## config.mk

```make
export PLATFORM = sky130hd
export DESIGN_NAME = fir_filter_direct_form_flat
export DESIGN_NICKNAME = d
export VERILOG_FILES = /design/src/rtl/fir_pkg.sv /design/src/rtl/fir_in_if.sv /design/src/rtl/fir_out_if.sv /design/src/rtl/fir_mac.sv /design/src/rtl/fir_filter_direct_form.sv /design/src/flat_wrapper.sv
export SDC_FILE = /design/constraint.sdc
export NUM_CORES = 2
export LEC_CHECK = 0
export ABC_AREA = 1
export BUFFER_PORTS_ARGS = -buffer_cell sky130_fd_sc_hd__buf_2
export CORE_MARGIN = 2
export CORE_UTILIZATION = 65
export CTS_BUF_LIST = sky130_fd_sc_hd__clkbuf_8
export DETAILED_ROUTE_END_ITERATION = 8
export PLACE_DENSITY = 0.82
export SLEW_MARGIN = 20
export SYNTH_ARGS = -nofsm -noshare
export SYNTH_HDL_FRONTEND = slang
export SYNTH_SLANG_ARGS = --single-unit
```

## constraint.sdc

```tcl
create_clock -name clk -period 6.8 [get_ports clk]
set_input_delay 1.36 -clock clk [delete_from_list [all_inputs] [get_ports clk]]
set_output_delay 1.36 -clock clk [all_outputs]
set_load 0.05 [all_outputs]
```

## src/rtl/fir_pkg.sv

```systemverilog
// ============================================================================
// fir_pkg
// Shared types and constants for the direct-form FIR filter: payload widths,
// item modes, sequencer states and the MAC control bundle.
// ============================================================================
`default_nettype none

package fir_pkg;

    localparam int FIR_TAPS_DEF = 32;
    localparam int SAMPLE_W     = 16;
    localparam int COEF_IDX_W   = 6;
    localparam int PROD_W       = 2 * SAMPLE_W;
    localparam int FRAC_BITS    = 15;

    typedef logic signed [SAMPLE_W-1:0] sample_t;
    typedef logic [COEF_IDX_W-1:0]      coef_idx_t;

    // Item modes
    localparam logic MODE_FILTER = 1'b0;
    localparam logic MODE_COEF   = 1'b1;

    typedef enum logic [1:0] {
        ST_IDLE,
        ST_RUN,
        ST_DRAIN,
        ST_DONE
    } fir_state_t;

    // Control that travels with one tap's operands into the MAC
    typedef struct packed {
        logic clr;
        logic vld;
        logic last;
    } mac_ctrl_t;

endpackage : fir_pkg

`default_nettype wire

```

## src/rtl/fir_in_if.sv

```systemverilog
// ============================================================================
// fir_in_if
// Input channel: valid/ready handshake carrying one filter or coefficient item.
// ============================================================================
`default_nettype none

interface fir_in_if import fir_pkg::*; ();

    logic      valid;
    logic      ready;
    logic      mode;
    sample_t   sample_in;
    coef_idx_t coef_index;
    sample_t   coef_value;

    modport source (
        output valid, mode, sample_in, coef_index, coef_value,
        input  ready
    );

    modport sink (
        input  valid, mode, sample_in, coef_index, coef_value,
        output ready
    );

endinterface : fir_in_if

`default_nettype wire

```

## src/rtl/fir_out_if.sv

```systemverilog
// ============================================================================
// fir_out_if
// Output channel: valid/ready handshake carrying one filtered sample.
// ============================================================================
`default_nettype none

interface fir_out_if import fir_pkg::*; ();

    logic    valid;
    logic    ready;
    sample_t filtered_out;

    modport source (
        output valid, filtered_out,
        input  ready
    );

    modport sink (
        input  valid, filtered_out,
        output ready
    );

endinterface : fir_out_if

`default_nettype wire

```

## src/rtl/fir_mac.sv

```systemverilog
// ============================================================================
// fir_mac
// Shared multiply-accumulate unit: one registered 16x16 product per cycle,
// summed exactly into a wide accumulator.
// ============================================================================
`default_nettype none

module fir_mac import fir_pkg::*; #(
    parameter int TAPS = FIR_TAPS_DEF
) (
    input  wire logic                                clk,
    input  wire logic                                rst_n,
    input  wire mac_ctrl_t                           ctrl,
    input  wire sample_t                             coef,
    input  wire sample_t                             samp,
    output logic signed [PROD_W+$clog2(TAPS)-1:0]    acc,
    output logic                                     done
);

    localparam int ACC_W = PROD_W + $clog2(TAPS);

    logic signed [PROD_W-1:0] prod_reg;
    logic signed [PROD_W-1:0] prod_next;
    logic                     prod_vld_reg;
    logic                     prod_last_reg;
    logic signed [ACC_W-1:0]  acc_reg;
    logic                     done_reg;

    assign prod_next = coef * samp;

    always_ff @(posedge clk)
    begin
        prod_reg <= prod_next;
        if (ctrl.clr)
        begin
            acc_reg <= '0;
        end
        else if (prod_vld_reg)
        begin
            acc_reg <= acc_reg + ACC_W'(prod_reg);
        end
    end

    always_ff @(posedge clk or negedge rst_n)
    begin
        if (!rst_n)
        begin
            prod_vld_reg  <= 1'b0;
            prod_last_reg <= 1'b0;
            done_reg      <= 1'b0;
        end
        else
        begin
            prod_vld_reg  <= ctrl.vld;
            prod_last_reg <= ctrl.last;
            done_reg      <= prod_vld_reg && prod_last_reg;
        end
    end

    assign acc  = acc_reg;
    assign done = done_reg;

endmodule : fir_mac

`default_nettype wire

```

## src/rtl/fir_filter_direct_form.sv

```systemverilog
// ============================================================================
// fir_filter_direct_form
// Direct-form FIR filter, TAPS taps, Q1.15 samples and coefficients, one
// shared multiply-accumulate unit stepped over the taps by a small sequencer.
// ============================================================================
//
//  Channel    Dir  Handshake      Payload
//  ---------  ---  -------------  --------------------------------------------
//  sample_ch  in   valid / ready  mode, sample_in, coef_index, coef_value
//  result_ch  out  valid / ready  filtered_out
//
//  A coefficient item gives no result; an index of TAPS or more is dropped.
//  A sample item passes from its transfer to its result through TAPS reads
//  of the one coefficient/history port pair feeding the single MAC, then
//  the multiply, accumulate, hand-off and output load steps; sample_ch is
//  ready again on the edge that loads the result.
//  Reset clears the sequencer and the valid bits of both stores; an entry not
//  yet written reads as zero. A stalled result_ch holds the result in the
//  output register; the next item may transfer meanwhile, but its result
//  waits for that register to drain.
// ============================================================================
`default_nettype none

module fir_filter_direct_form import fir_pkg::*; #(
    parameter int TAPS = FIR_TAPS_DEF
) (
    input  wire logic  clk,
    input  wire logic  rst_n,
    fir_in_if.sink     sample_ch,
    fir_out_if.source  result_ch
);

    localparam int AW    = $clog2(TAPS);
    localparam int ACC_W = PROD_W + AW;
    localparam int QW    = ACC_W + 1 - FRAC_BITS;

    localparam logic [AW-1:0]         LAST_TAP = AW'(TAPS - 1);
    localparam logic [COEF_IDX_W:0]   TAPS_LIM = (COEF_IDX_W + 1)'(TAPS);
    localparam logic signed [ACC_W:0] RND_BIAS = (ACC_W + 1)'(1 << (FRAC_BITS - 1));
    localparam logic signed [QW-1:0]  SAT_MAX  = QW'(32767);
    localparam logic signed [QW-1:0]  SAT_MIN  = -QW'(32768);

    // Sequencer
    fir_state_t    state_reg;
    fir_state_t    state_next;
    logic [AW-1:0] tap_cnt_reg;
    logic [AW-1:0] rp_reg;
    logic [AW-1:0] wp_reg;

    // Stores: coefficients by tap, sample history as a circular buffer
    sample_t         coef_mem [TAPS];
    sample_t         hist_mem [TAPS];
    logic [TAPS-1:0] coef_vld_reg;
    logic [TAPS-1:0] hist_vld_reg;

    // Read stage
    sample_t rd_coef_reg;
    sample_t rd_hist_reg;
    logic    rd_cv_reg;
    logic    rd_hv_reg;
    logic    rd_vld_reg;
    logic    rd_last_reg;

    // Output register
    logic    out_vld_reg;
    sample_t out_data_reg;

    // Control
    logic      accept;
    logic      take_sample;
    logic      take_coef;
    logic      issue;
    logic      issue_last;
    logic      load_out;
    mac_ctrl_t mac_ctrl;
    sample_t   mac_coef;
    sample_t   mac_samp;

    logic signed [ACC_W-1:0] acc;
    logic                    acc_done;
    logic signed [ACC_W:0]   rnd_sum;
    logic signed [QW-1:0]    q;
    sample_t                 sat_val;

    assign accept      = sample_ch.valid && sample_ch.ready;
    assign take_sample = accept && (sample_ch.mode == MODE_FILTER);
    assign take_coef   = accept && (sample_ch.mode == MODE_COEF)
                         && ({1'b0, sample_ch.coef_index} < TAPS_LIM);

    // ---------------- next state ----------------
    always_comb
    begin
        state_next = state_reg;
        case (state_reg)
            ST_IDLE:
            begin
                if (take_sample)
                begin
                    state_next = ST_RUN;
                end
            end
            ST_RUN:
            begin
                if (issue_last)
                begin
                    state_next = ST_DRAIN;
                end
            end
            ST_DRAIN:
            begin
                if (acc_done)
                begin
                    state_next = ST_DONE;
                end
            end
            ST_DONE:
            begin
                if (load_out)
                begin
                    state_next = ST_IDLE;
                end
            end
            default:
            begin
                state_next = ST_IDLE;
            end
        endcase
    end

    // ---------------- outputs of the sequencer ----------------
    always_comb
    begin
        sample_ch.ready = 1'b0;
        issue           = 1'b0;
        load_out        = 1'b0;
        case (state_reg)
            ST_IDLE:
            begin
                sample_ch.ready = 1'b1;
            end
            ST_RUN:
            begin
                issue = 1'b1;
            end
            ST_DRAIN:
            begin
                issue = 1'b0;
            end
            ST_DONE:
            begin
                load_out = !out_vld_reg || result_ch.ready;
            end
            default:
            begin
                issue = 1'b0;
            end
        endcase
    end

    assign issue_last = issue && (tap_cnt_reg == LAST_TAP);

    always_ff @(posedge clk or negedge rst_n)
    begin
        if (!rst_n)
        begin
            state_reg    <= ST_IDLE;
            tap_cnt_reg  <= '0;
            rp_reg       <= '0;
            wp_reg       <= '0;
            coef_vld_reg <= '0;
            hist_vld_reg <= '0;
            rd_vld_reg   <= 1'b0;
            rd_last_reg  <= 1'b0;
            out_vld_reg  <= 1'b0;
        end
        else
        begin
            state_reg   <= state_next;
            rd_vld_reg  <= issue;
            rd_last_reg <= issue_last;

            if (take_sample)
            begin
                // Newest sample sits at wp; older ones walk down from there
                tap_cnt_reg          <= '0;
                rp_reg               <= wp_reg;
                wp_reg               <= (wp_reg == LAST_TAP) ? '0 : wp_reg + 1'b1;
                hist_vld_reg[wp_reg] <= 1'b1;
            end
            else if (issue)
            begin
                tap_cnt_reg <= tap_cnt_reg + 1'b1;
                rp_reg      <= (rp_reg == '0) ? LAST_TAP : rp_reg - 1'b1;
            end

            if (take_coef)
            begin
                coef_vld_reg[sample_ch.coef_index[AW-1:0]] <= 1'b1;
            end

            if (load_out)
            begin
                out_vld_reg <= 1'b1;
            end
            else if (result_ch.ready)
            begin
                out_vld_reg <= 1'b0;
            end
        end
    end

    // ---------------- stores and read stage ----------------
    always_ff @(posedge clk)
    begin
        if (take_sample)
        begin
            hist_mem[wp_reg] <= sample_ch.sample_in;
        end
        if (take_coef)
        begin
            coef_mem[sample_ch.coef_index[AW-1:0]] <= sample_ch.coef_value;
        end
        rd_coef_reg <= coef_mem[tap_cnt_reg];
        rd_hist_reg <= hist_mem[rp_reg];
        rd_cv_reg   <= coef_vld_reg[tap_cnt_reg];
        rd_hv_reg   <= hist_vld_reg[rp_reg];
    end

    // Never-written entries read as zero
    assign mac_coef = rd_cv_reg ? rd_coef_reg : '0;
    assign mac_samp = rd_hv_reg ? rd_hist_reg : '0;

    assign mac_ctrl.clr  = take_sample;
    assign mac_ctrl.vld  = rd_vld_reg;
    assign mac_ctrl.last = rd_last_reg;

    fir_mac #(
        .TAPS (TAPS)
    ) u_mac (
        .clk   (clk),
        .rst_n (rst_n),
        .ctrl  (mac_ctrl),
        .coef  (mac_coef),
        .samp  (mac_samp),
        .acc   (acc),
        .done  (acc_done)
    );

    // ---------------- round half up by 2^15, saturate to 16 bits ----------------
    always_comb
    begin
        rnd_sum = (ACC_W + 1)'(acc) + RND_BIAS;
        q       = $signed(rnd_sum[ACC_W:FRAC_BITS]);
        if (q > SAT_MAX)
        begin
            sat_val = SAT_MAX[SAMPLE_W-1:0];
        end
        else if (q < SAT_MIN)
        begin
            sat_val = SAT_MIN[SAMPLE_W-1:0];
        end
        else
        begin
            sat_val = q[SAMPLE_W-1:0];
        end
    end

    always_ff @(posedge clk)
    begin
        if (load_out)
        begin
            out_data_reg <= sat_val;
        end
    end

    assign result_ch.valid        = out_vld_reg;
    assign result_ch.filtered_out = out_data_reg;

    // ---------------- assertions ----------------
    a_sample_starts_run: assert property (@(posedge clk) disable iff (!rst_n)
        take_sample |=> state_reg == ST_RUN)
        else $error("sample transfer did not start the tap sweep");

    a_coef_stays_idle: assert property (@(posedge clk) disable iff (!rst_n)
        (accept && sample_ch.mode == MODE_COEF) |=> state_reg == ST_IDLE)
        else $error("coefficient write left idle");

    a_done_in_drain: assert property (@(posedge clk) disable iff (!rst_n)
        acc_done |-> state_reg == ST_DRAIN)
        else $error("accumulator finished outside drain");

    a_result_from_done: assert property (@(posedge clk) disable iff (!rst_n)
        $rose(out_vld_reg) |-> $past(state_reg == ST_DONE))
        else $error("result raised without a finished sweep");

    a_no_issue_past_last: assert property (@(posedge clk) disable iff (!rst_n)
        issue_last |=> !issue)
        else $error("tap sweep ran past the last tap");

endmodule : fir_filter_direct_form

`default_nettype wire

```

## src/flat_wrapper.sv

```systemverilog
// flat-port wrapper written by rule: the top's interface ports become plain ports
module fir_filter_direct_form_flat import fir_pkg::*;
#(
    parameter int TAPS = FIR_TAPS_DEF
)
  (clk, rst_n, sample_ch_valid, sample_ch_mode, sample_ch_sample_in, sample_ch_coef_index, sample_ch_coef_value, sample_ch_ready, result_ch_valid, result_ch_filtered_out, result_ch_ready);
  fir_in_if sample_ch_i ();
  fir_out_if result_ch_i ();
  input  wire logic clk;
  input  wire logic rst_n;
  input wire logic [$bits(sample_ch_i.valid)-1:0] sample_ch_valid;
  input wire logic [$bits(sample_ch_i.mode)-1:0] sample_ch_mode;
  input wire logic [$bits(sample_ch_i.sample_in)-1:0] sample_ch_sample_in;
  input wire logic [$bits(sample_ch_i.coef_index)-1:0] sample_ch_coef_index;
  input wire logic [$bits(sample_ch_i.coef_value)-1:0] sample_ch_coef_value;
  output wire logic [$bits(sample_ch_i.ready)-1:0] sample_ch_ready;
  output wire logic [$bits(result_ch_i.valid)-1:0] result_ch_valid;
  output wire logic [$bits(result_ch_i.filtered_out)-1:0] result_ch_filtered_out;
  input wire logic [$bits(result_ch_i.ready)-1:0] result_ch_ready;
  assign sample_ch_i.valid = sample_ch_valid;
  assign sample_ch_i.mode = sample_ch_mode;
  assign sample_ch_i.sample_in = sample_ch_sample_in;
  assign sample_ch_i.coef_index = sample_ch_coef_index;
  assign sample_ch_i.coef_value = sample_ch_coef_value;
  assign sample_ch_ready = sample_ch_i.ready;
  assign result_ch_valid = result_ch_i.valid;
  assign result_ch_filtered_out = result_ch_i.filtered_out;
  assign result_ch_i.ready = result_ch_ready;
  fir_filter_direct_form #(.TAPS(TAPS)) u_core (.clk(clk), .rst_n(rst_n), .sample_ch(sample_ch_i), .result_ch(result_ch_i));
endmodule
```

; ---- Yosys cells after proc, flatten, opt, wreduce, memory -nomap -nowiden
; Memories as Yosys holds them, arrays and structs flattened. A register that Yosys moved wholly into a read port is not among the register bits.
; Index checks and enable logic that the tools add are counted.
[op_classes]
n_mul = 1
n_mux = 31
shifts = 0
n_lt_le_gt_ge = 9
add_sub_neg = 5
div = 0
n_reduce_logical = 15
n_eq_ne = 9
bitwise = 3
[op_table]
columns = op, count
row1 = OR 32 bit, 2
row2 = two-way mux 16 bit, 3
row3 = adder 37 x 16 -> 38 bit (second input constant), 1
row4 = adder 37 x 32 -> 37 bit, 1
row5 = multiplier 16 x 16 -> 32 bit, 1
row6 = two-way mux 5 bit, 6
row7 = < comparator 5 x 6 -> 1 bit (second input constant), 4
row8 = greater-than comparator 23 x 16 -> 1 bit (second input constant), 1
row9 = < comparator 23 x 16 -> 1 bit (second input constant), 1
row10 = two-way mux 1 bit, 13
row11 = adder 5 x 1 -> 5 bit (second input constant), 2
row12 = binary-select mux 1 bit (select 5 bit), 2
row13 = demux 1 bit (select 5 bit), 2
row14 = == test 5 bit (second input constant), 2
row15 = >= comparator 5 x 1 -> 1 bit (second input constant), 2
row16 = logical AND 1 bit, 8
row17 = two-way mux 2 bit, 4
row18 = case mux 2 bit (4 select lines), 1
row19 = < comparator 6 bit (second input constant), 1
row20 = != test 2 x 1 -> 1 bit (second input constant), 3
row21 = zero test 5 bit, 1
row22 = subtractor 5 x 1 -> 5 bit (second input constant), 1
row23 = == test 2 bit (second input constant), 2
row24 = AND reduction 4 bit, 1
row25 = other kinds (7), 8
[word_totals]
out_inout_bits = 18
n_memories = 2
input_bits = 43
word_cells = 92
mem_bits_rw = 1024
latch_bits = 0
regBits = 174
romBits = 0
[mem_list]
columns = name, words, width, read_ports, rd_ports_with_merged_regs, write_ports, line_no
row1 = u_core.coef_mem, 32, 16, 1, 1, 1, fir_filter_direct_form.sv:51  ; sample_t coef_mem [TAPS];
row2 = u_core.hist_mem, 32, 16, 1, 1, 1, fir_filter_direct_form.sv:52  ; sample_t hist_mem [TAPS];

; ---- Longest topological paths before layout
[logic_depth]
depth_word = 7
depth_mapped = 27
mapped_depth_nobuf = 25

; ---- Hierarchy
; A second synthesis with hierarchy kept.
[hier_totals]
hier_cells = 5782
hier_area_um2 = 61096.1
[modules_own_cells]
columns = mod, area_per_inst_um2, cells_each, seq_area_each_um2, n_inst
row1 = fir_filter_direct_form, 46108.0, 3736, 34012.6, 1
row2 = fir_mac, 14988.1, 2046, 1456.4, 1

; ---- Least setup slack after synthesis
; No wires, ideal clock.
[synth_path]
path_type = reg-to-reg
start = register u_core.rd_hv_reg
end = register u_core.u_mac.prod_reg[31]
n_path_buf = 2
t_arrival_ns = 5.766
synth_period_minus_slack_ns = 5.884
setup_time_ns = 0.119
path_slack_ns = 0.916
required_time_ns = 6.681
path_stages_with_launch = 23
cell_sequence = dfxtp_1 -> clkbuf_1 -> clkbuf_1 -> nand2_1 -> nor2_1 -> fa_1 -> fa_1 -> inv_1 -> fa_1 -> fa_1 -> inv_1 -> fa_1 -> inv_1 -> fa_1 -> inv_1 -> ha_1 -> a21o_1 -> a21oi_1 -> nor2_1 -> nor3_1 -> o21ai_0 -> nor2_1 -> xnor2_1
[synth_between]
elab_chain_cells = 2
[synth_rtl]
columns = element, line_no
row1 = "start, declared", fir_filter_direct_form.sv:60  ; logic rd_hv_reg;
row2 = "start signal, assigned", fir_filter_direct_form.sv:226  ; rd_hv_reg <= hist_vld_reg[rp_reg];
row3 = two-way mux 16 bit, fir_filter_direct_form.sv:231  ; assign mac_samp = rd_hv_reg ? rd_hist_reg : '0;
row4 = multiplier 16 x 16 -> 32 bit, fir_mac.sv:29  ; assign prod_next = coef * samp;
row5 = named net u_core.u_mac.prod_next[31], fir_mac.sv:23  ; logic signed [PROD_W-1:0] prod_next;
row6 = "end signal, assigned", fir_mac.sv:33  ; prod_reg <= prod_next;
row7 = "end, declared", fir_mac.sv:22  ; logic signed [PROD_W-1:0] prod_reg;
; The timed path passes the listed nets, and every way through them passes these cells.
; A chain may end at the register's enable or synchronous reset.

; ---- Worst setup path in the final report
[layout_path]
start = register u_core.rd_cv_reg
end = register u_core.u_mac.prod_reg[28]
[layout_between]
elab_chain_cells = 2
[layout_rtl]
columns = element, line_no
row1 = "start, declared", fir_filter_direct_form.sv:59  ; logic rd_cv_reg;
row2 = "start signal, assigned", fir_filter_direct_form.sv:225  ; rd_cv_reg <= coef_vld_reg[tap_cnt_reg];
row3 = two-way mux 16 bit, fir_filter_direct_form.sv:230  ; assign mac_coef = rd_cv_reg ? rd_coef_reg : '0;
row4 = multiplier 16 x 16 -> 32 bit, fir_mac.sv:29
row5 = named net u_core.u_mac.prod_next[28], fir_mac.sv:23
; The timed path passes the listed nets, and every way through them passes these cells.

==> reports/metrics.cfg <==
[routing]
vias_per_cell = 6.209
drc = 2
routed_wl_um = 158000
firstDrtPassIters = 8
drt_iter0_markers = 5795
ant_nets = 0
routed-via-count = 43110
wl_per_cell_um = 22.75

[global_routing]
gr-total-overflow = 0
grt_pass1_wl_um = 241600
grt_max_degree = 230
met3_usage_pct = 7.146
grt_use_total_pct = 33.72
grt_pass1_vias = 42150
antenna_found_initial = 3
gr-usage-met2_pct = 52.74
grt_use_met1_pct = 46.67
busiest_layer = met2

[final_layout]
syn2layout_area_growth_pct = 8.636
final_cells = 6944
drive_above_1_share_pct = 8.671
fin_nets = 6039

[logic_synthesis]
synthCells = 5498
synthAdderAreaFrac_pct = 11.49
syn-cell-area_mm2 = 0.06008
seq_area_frac_synth_pct = 59.03
yosysWarnings = 0
synth-async-reset-ratio_pct = 7.073
synthFlopType = edfxtp_1
synth_edf_count = 1040
ys_ff_latch = 1230
netlist.area_leader.share_pct = 51.98
synth-compound-area-share_pct = 10.76
synth.net_count = 5935
synth-simple-area-share_pct = 12.29
synth_top_family_by_area = simple AND/OR/NAND/NOR gates
synth_cell_types = 46
avgSynthCellArea_um2 = 10.93
muxShareOfSynthArea_pct = 0
synthXorXnorAreaFrac_pct = 0.9912
netlist_top_cells_count = edfxtp_1 (1040), nor2_1 (874), nand2_1 (642)
synth_most_common_cell = edfxtp_1
synthTopCellsByArea = edfxtp_1 (52%), fa_1 (8.8%), nor2_1 (5.5%)
synth_area_leader_cell = edfxtp_1

[critical_path]
reg2reg_from = u_core.rd_cv_reg$_DFF_P_
path_max_fanout = 10
cp.depth = 23
crit_slowest_cell = dfxtp_1
crit_top_cell = fa_1
worstSetupStartpoint = u_core.rd_cv_reg$_DFF_P_
worstPathRequired_ps = 7630
r2r_end = u_core.u_mac.prod_reg[28]$_DFF_P_
worstPathCellList = buf_4, nand2_1, clkinvlp_4, nand2_1, fa_1, fa_1, fa_1, inv_1, fa_1, fa_1, inv_1, fa_1, inv_1, ha_1, nand2_1, inv_1, nand2_1, nor3_1, nand4_1, nand3_1, nand3_1, nand2_1, xor2_1
critPathArrivalTime_ps = 7260
startpoint_type = flop
crit_buf_inv = 6
crit_family = adder cells
critPathKind = flop to flop
r2r_slack_ps = 370
cp-end-kind = flop
cp-endpoint = u_core.u_mac.prod_reg[28]$_DFF_P_
reg2reg_depth = 23
cpPeakStageDelay_ps = 560

[clock_network]
clkTransAtPathRegs_ps = 70
htreeDepth = 4
cts-root-buf = clkbuf_8
cts.hold.buffers_added = 0
clockBufferDepth = 3
clk_latency_ps = 910
cts_inserted_buffers = 187
clock_sinks = 1230
tritoncts = built

[timing]
maxSlewHeadroom_pct = 22.65
max_freq_mhz = 155.4
worst_slack_ps = 365.2
period_share_pct = 94.63
skew_ps = 84.00
hold_viol = 0
hold-worst-slack_ps = 303.5
slew_viol_final = 0
tns_ps = 0
max_slew.worst_pin.slew_ps = 1159
setup_viol = 0
final.min_clock_period_ps = 6435

[outcome]
failed_checks = design-rule violations
status = complete, but fails checks

[die]
initial_utilization_pct = 65.55
dieHeight_um = 308.0
die_area_mm2 = 0.09489
coreArea_mm2 = 0.09166
num_rows = 111
io_pins = 61
fp.dieW_um = 308.0

[job]
drv_cap = 0

[placement]
portBuffers = 60
placedCellCount = 6598
dp_slack_ps = 239.5
dpl.hpwl_um = 100100
routabilityCongestion = 0.9856

[hold_path]
min_path_type = flop to flop

through the flow:
step	utilization (%)	instance area (µm²)
after global placement	67.36	61740
after detailed placement	67.36	61740
after global routing	71.21	65270
after floorplan	-	60080
after CTS	71.15	65220
final	71.21	65270
how the worst min path moves through the flow:
| stage | end | cells past startpoint | start |
|---|---|---|---|
| CTS | u_core.u_mac.prod_vld_reg$_DFF_PN0_ | 0 | u_core.rd_vld_reg$_DFF_PN0_ |
| floorplan | u_core.u_mac.prod_last_reg$_DFF_PN0_ | 0 | u_core.rd_last_reg$_DFF_PN0_ |
| finish | u_core.u_mac.prod_vld_reg$_DFF_PN0_ | 0 | u_core.rd_vld_reg$_DFF_PN0_ |
| detailed placement | u_core.u_mac.prod_last_reg$_DFF_PN0_ | 0 | u_core.rd_last_reg$_DFF_PN0_ |
| global placement | u_core.u_mac.prod_vld_reg$_DFF_PN0_ | 0 | u_core.rd_vld_reg$_DFF_PN0_ |
| global route | u_core.u_mac.prod_vld_reg$_DFF_PN0_ | 0 | u_core.rd_vld_reg$_DFF_PN0_ |
kinds of logic after synthesis:
kind of cell,Yosys count
AOI/OAI and AO/OA,1145
xor gates and xnor gates,68
and+or+nand+nor,1816
DFF,1230
buffers and inverters,845
adders and majority gates,394
per-layer routing:
metal	vias to the layer above	share of wire (%)
li1	19140	-
met3	392	11
met1	21010	38
met4	0	3.7
met5	-	0
met2	2576	47
timing repair:
item,in CTS,in global routing
buffers inserted,0,1
endpoints found under the setup margin,0,10
gates resized for setup,0,9
layout by cell type, fill, tap and decap left out, drive strengths merged:
cell type,instances
edfxtp,1040
nor2,878
o21ai,672
inv,655
nand2,646
fa,263
clkbuf,195
buf,175
o22ai,172
nand3,166
a21oi,137
ha,131
dfxtp,103
o221ai,92
dfrtp,87
clkinv,67
nand4,51
xor2,49
o211ai,40
or2,38
nor3,30
xnor2,19
o21bai,12
clkinvlp,9
a21o,9
a31oi,6
nor4,4
diode,3
o21a,2
a21boi,1
o211a,1
nor3b,1
a211o,1
and2,1
nand3b,1
bufinv,1
final cells by class:
class,instances,area (µm²)
antenna,3,7.507
clock buffer,195,2684
clock inverter,147,797.0
fill,6300,26390
inverter,585,2227
multi-input combinational,3423,21410
sequential,1230,35490
tap,1186,1484
timing repair buffer,175,1179
Power is left out: the tool's default activity adds up to more than one toggle a clock period on the data nets, which glitch-free logic cannot reach.
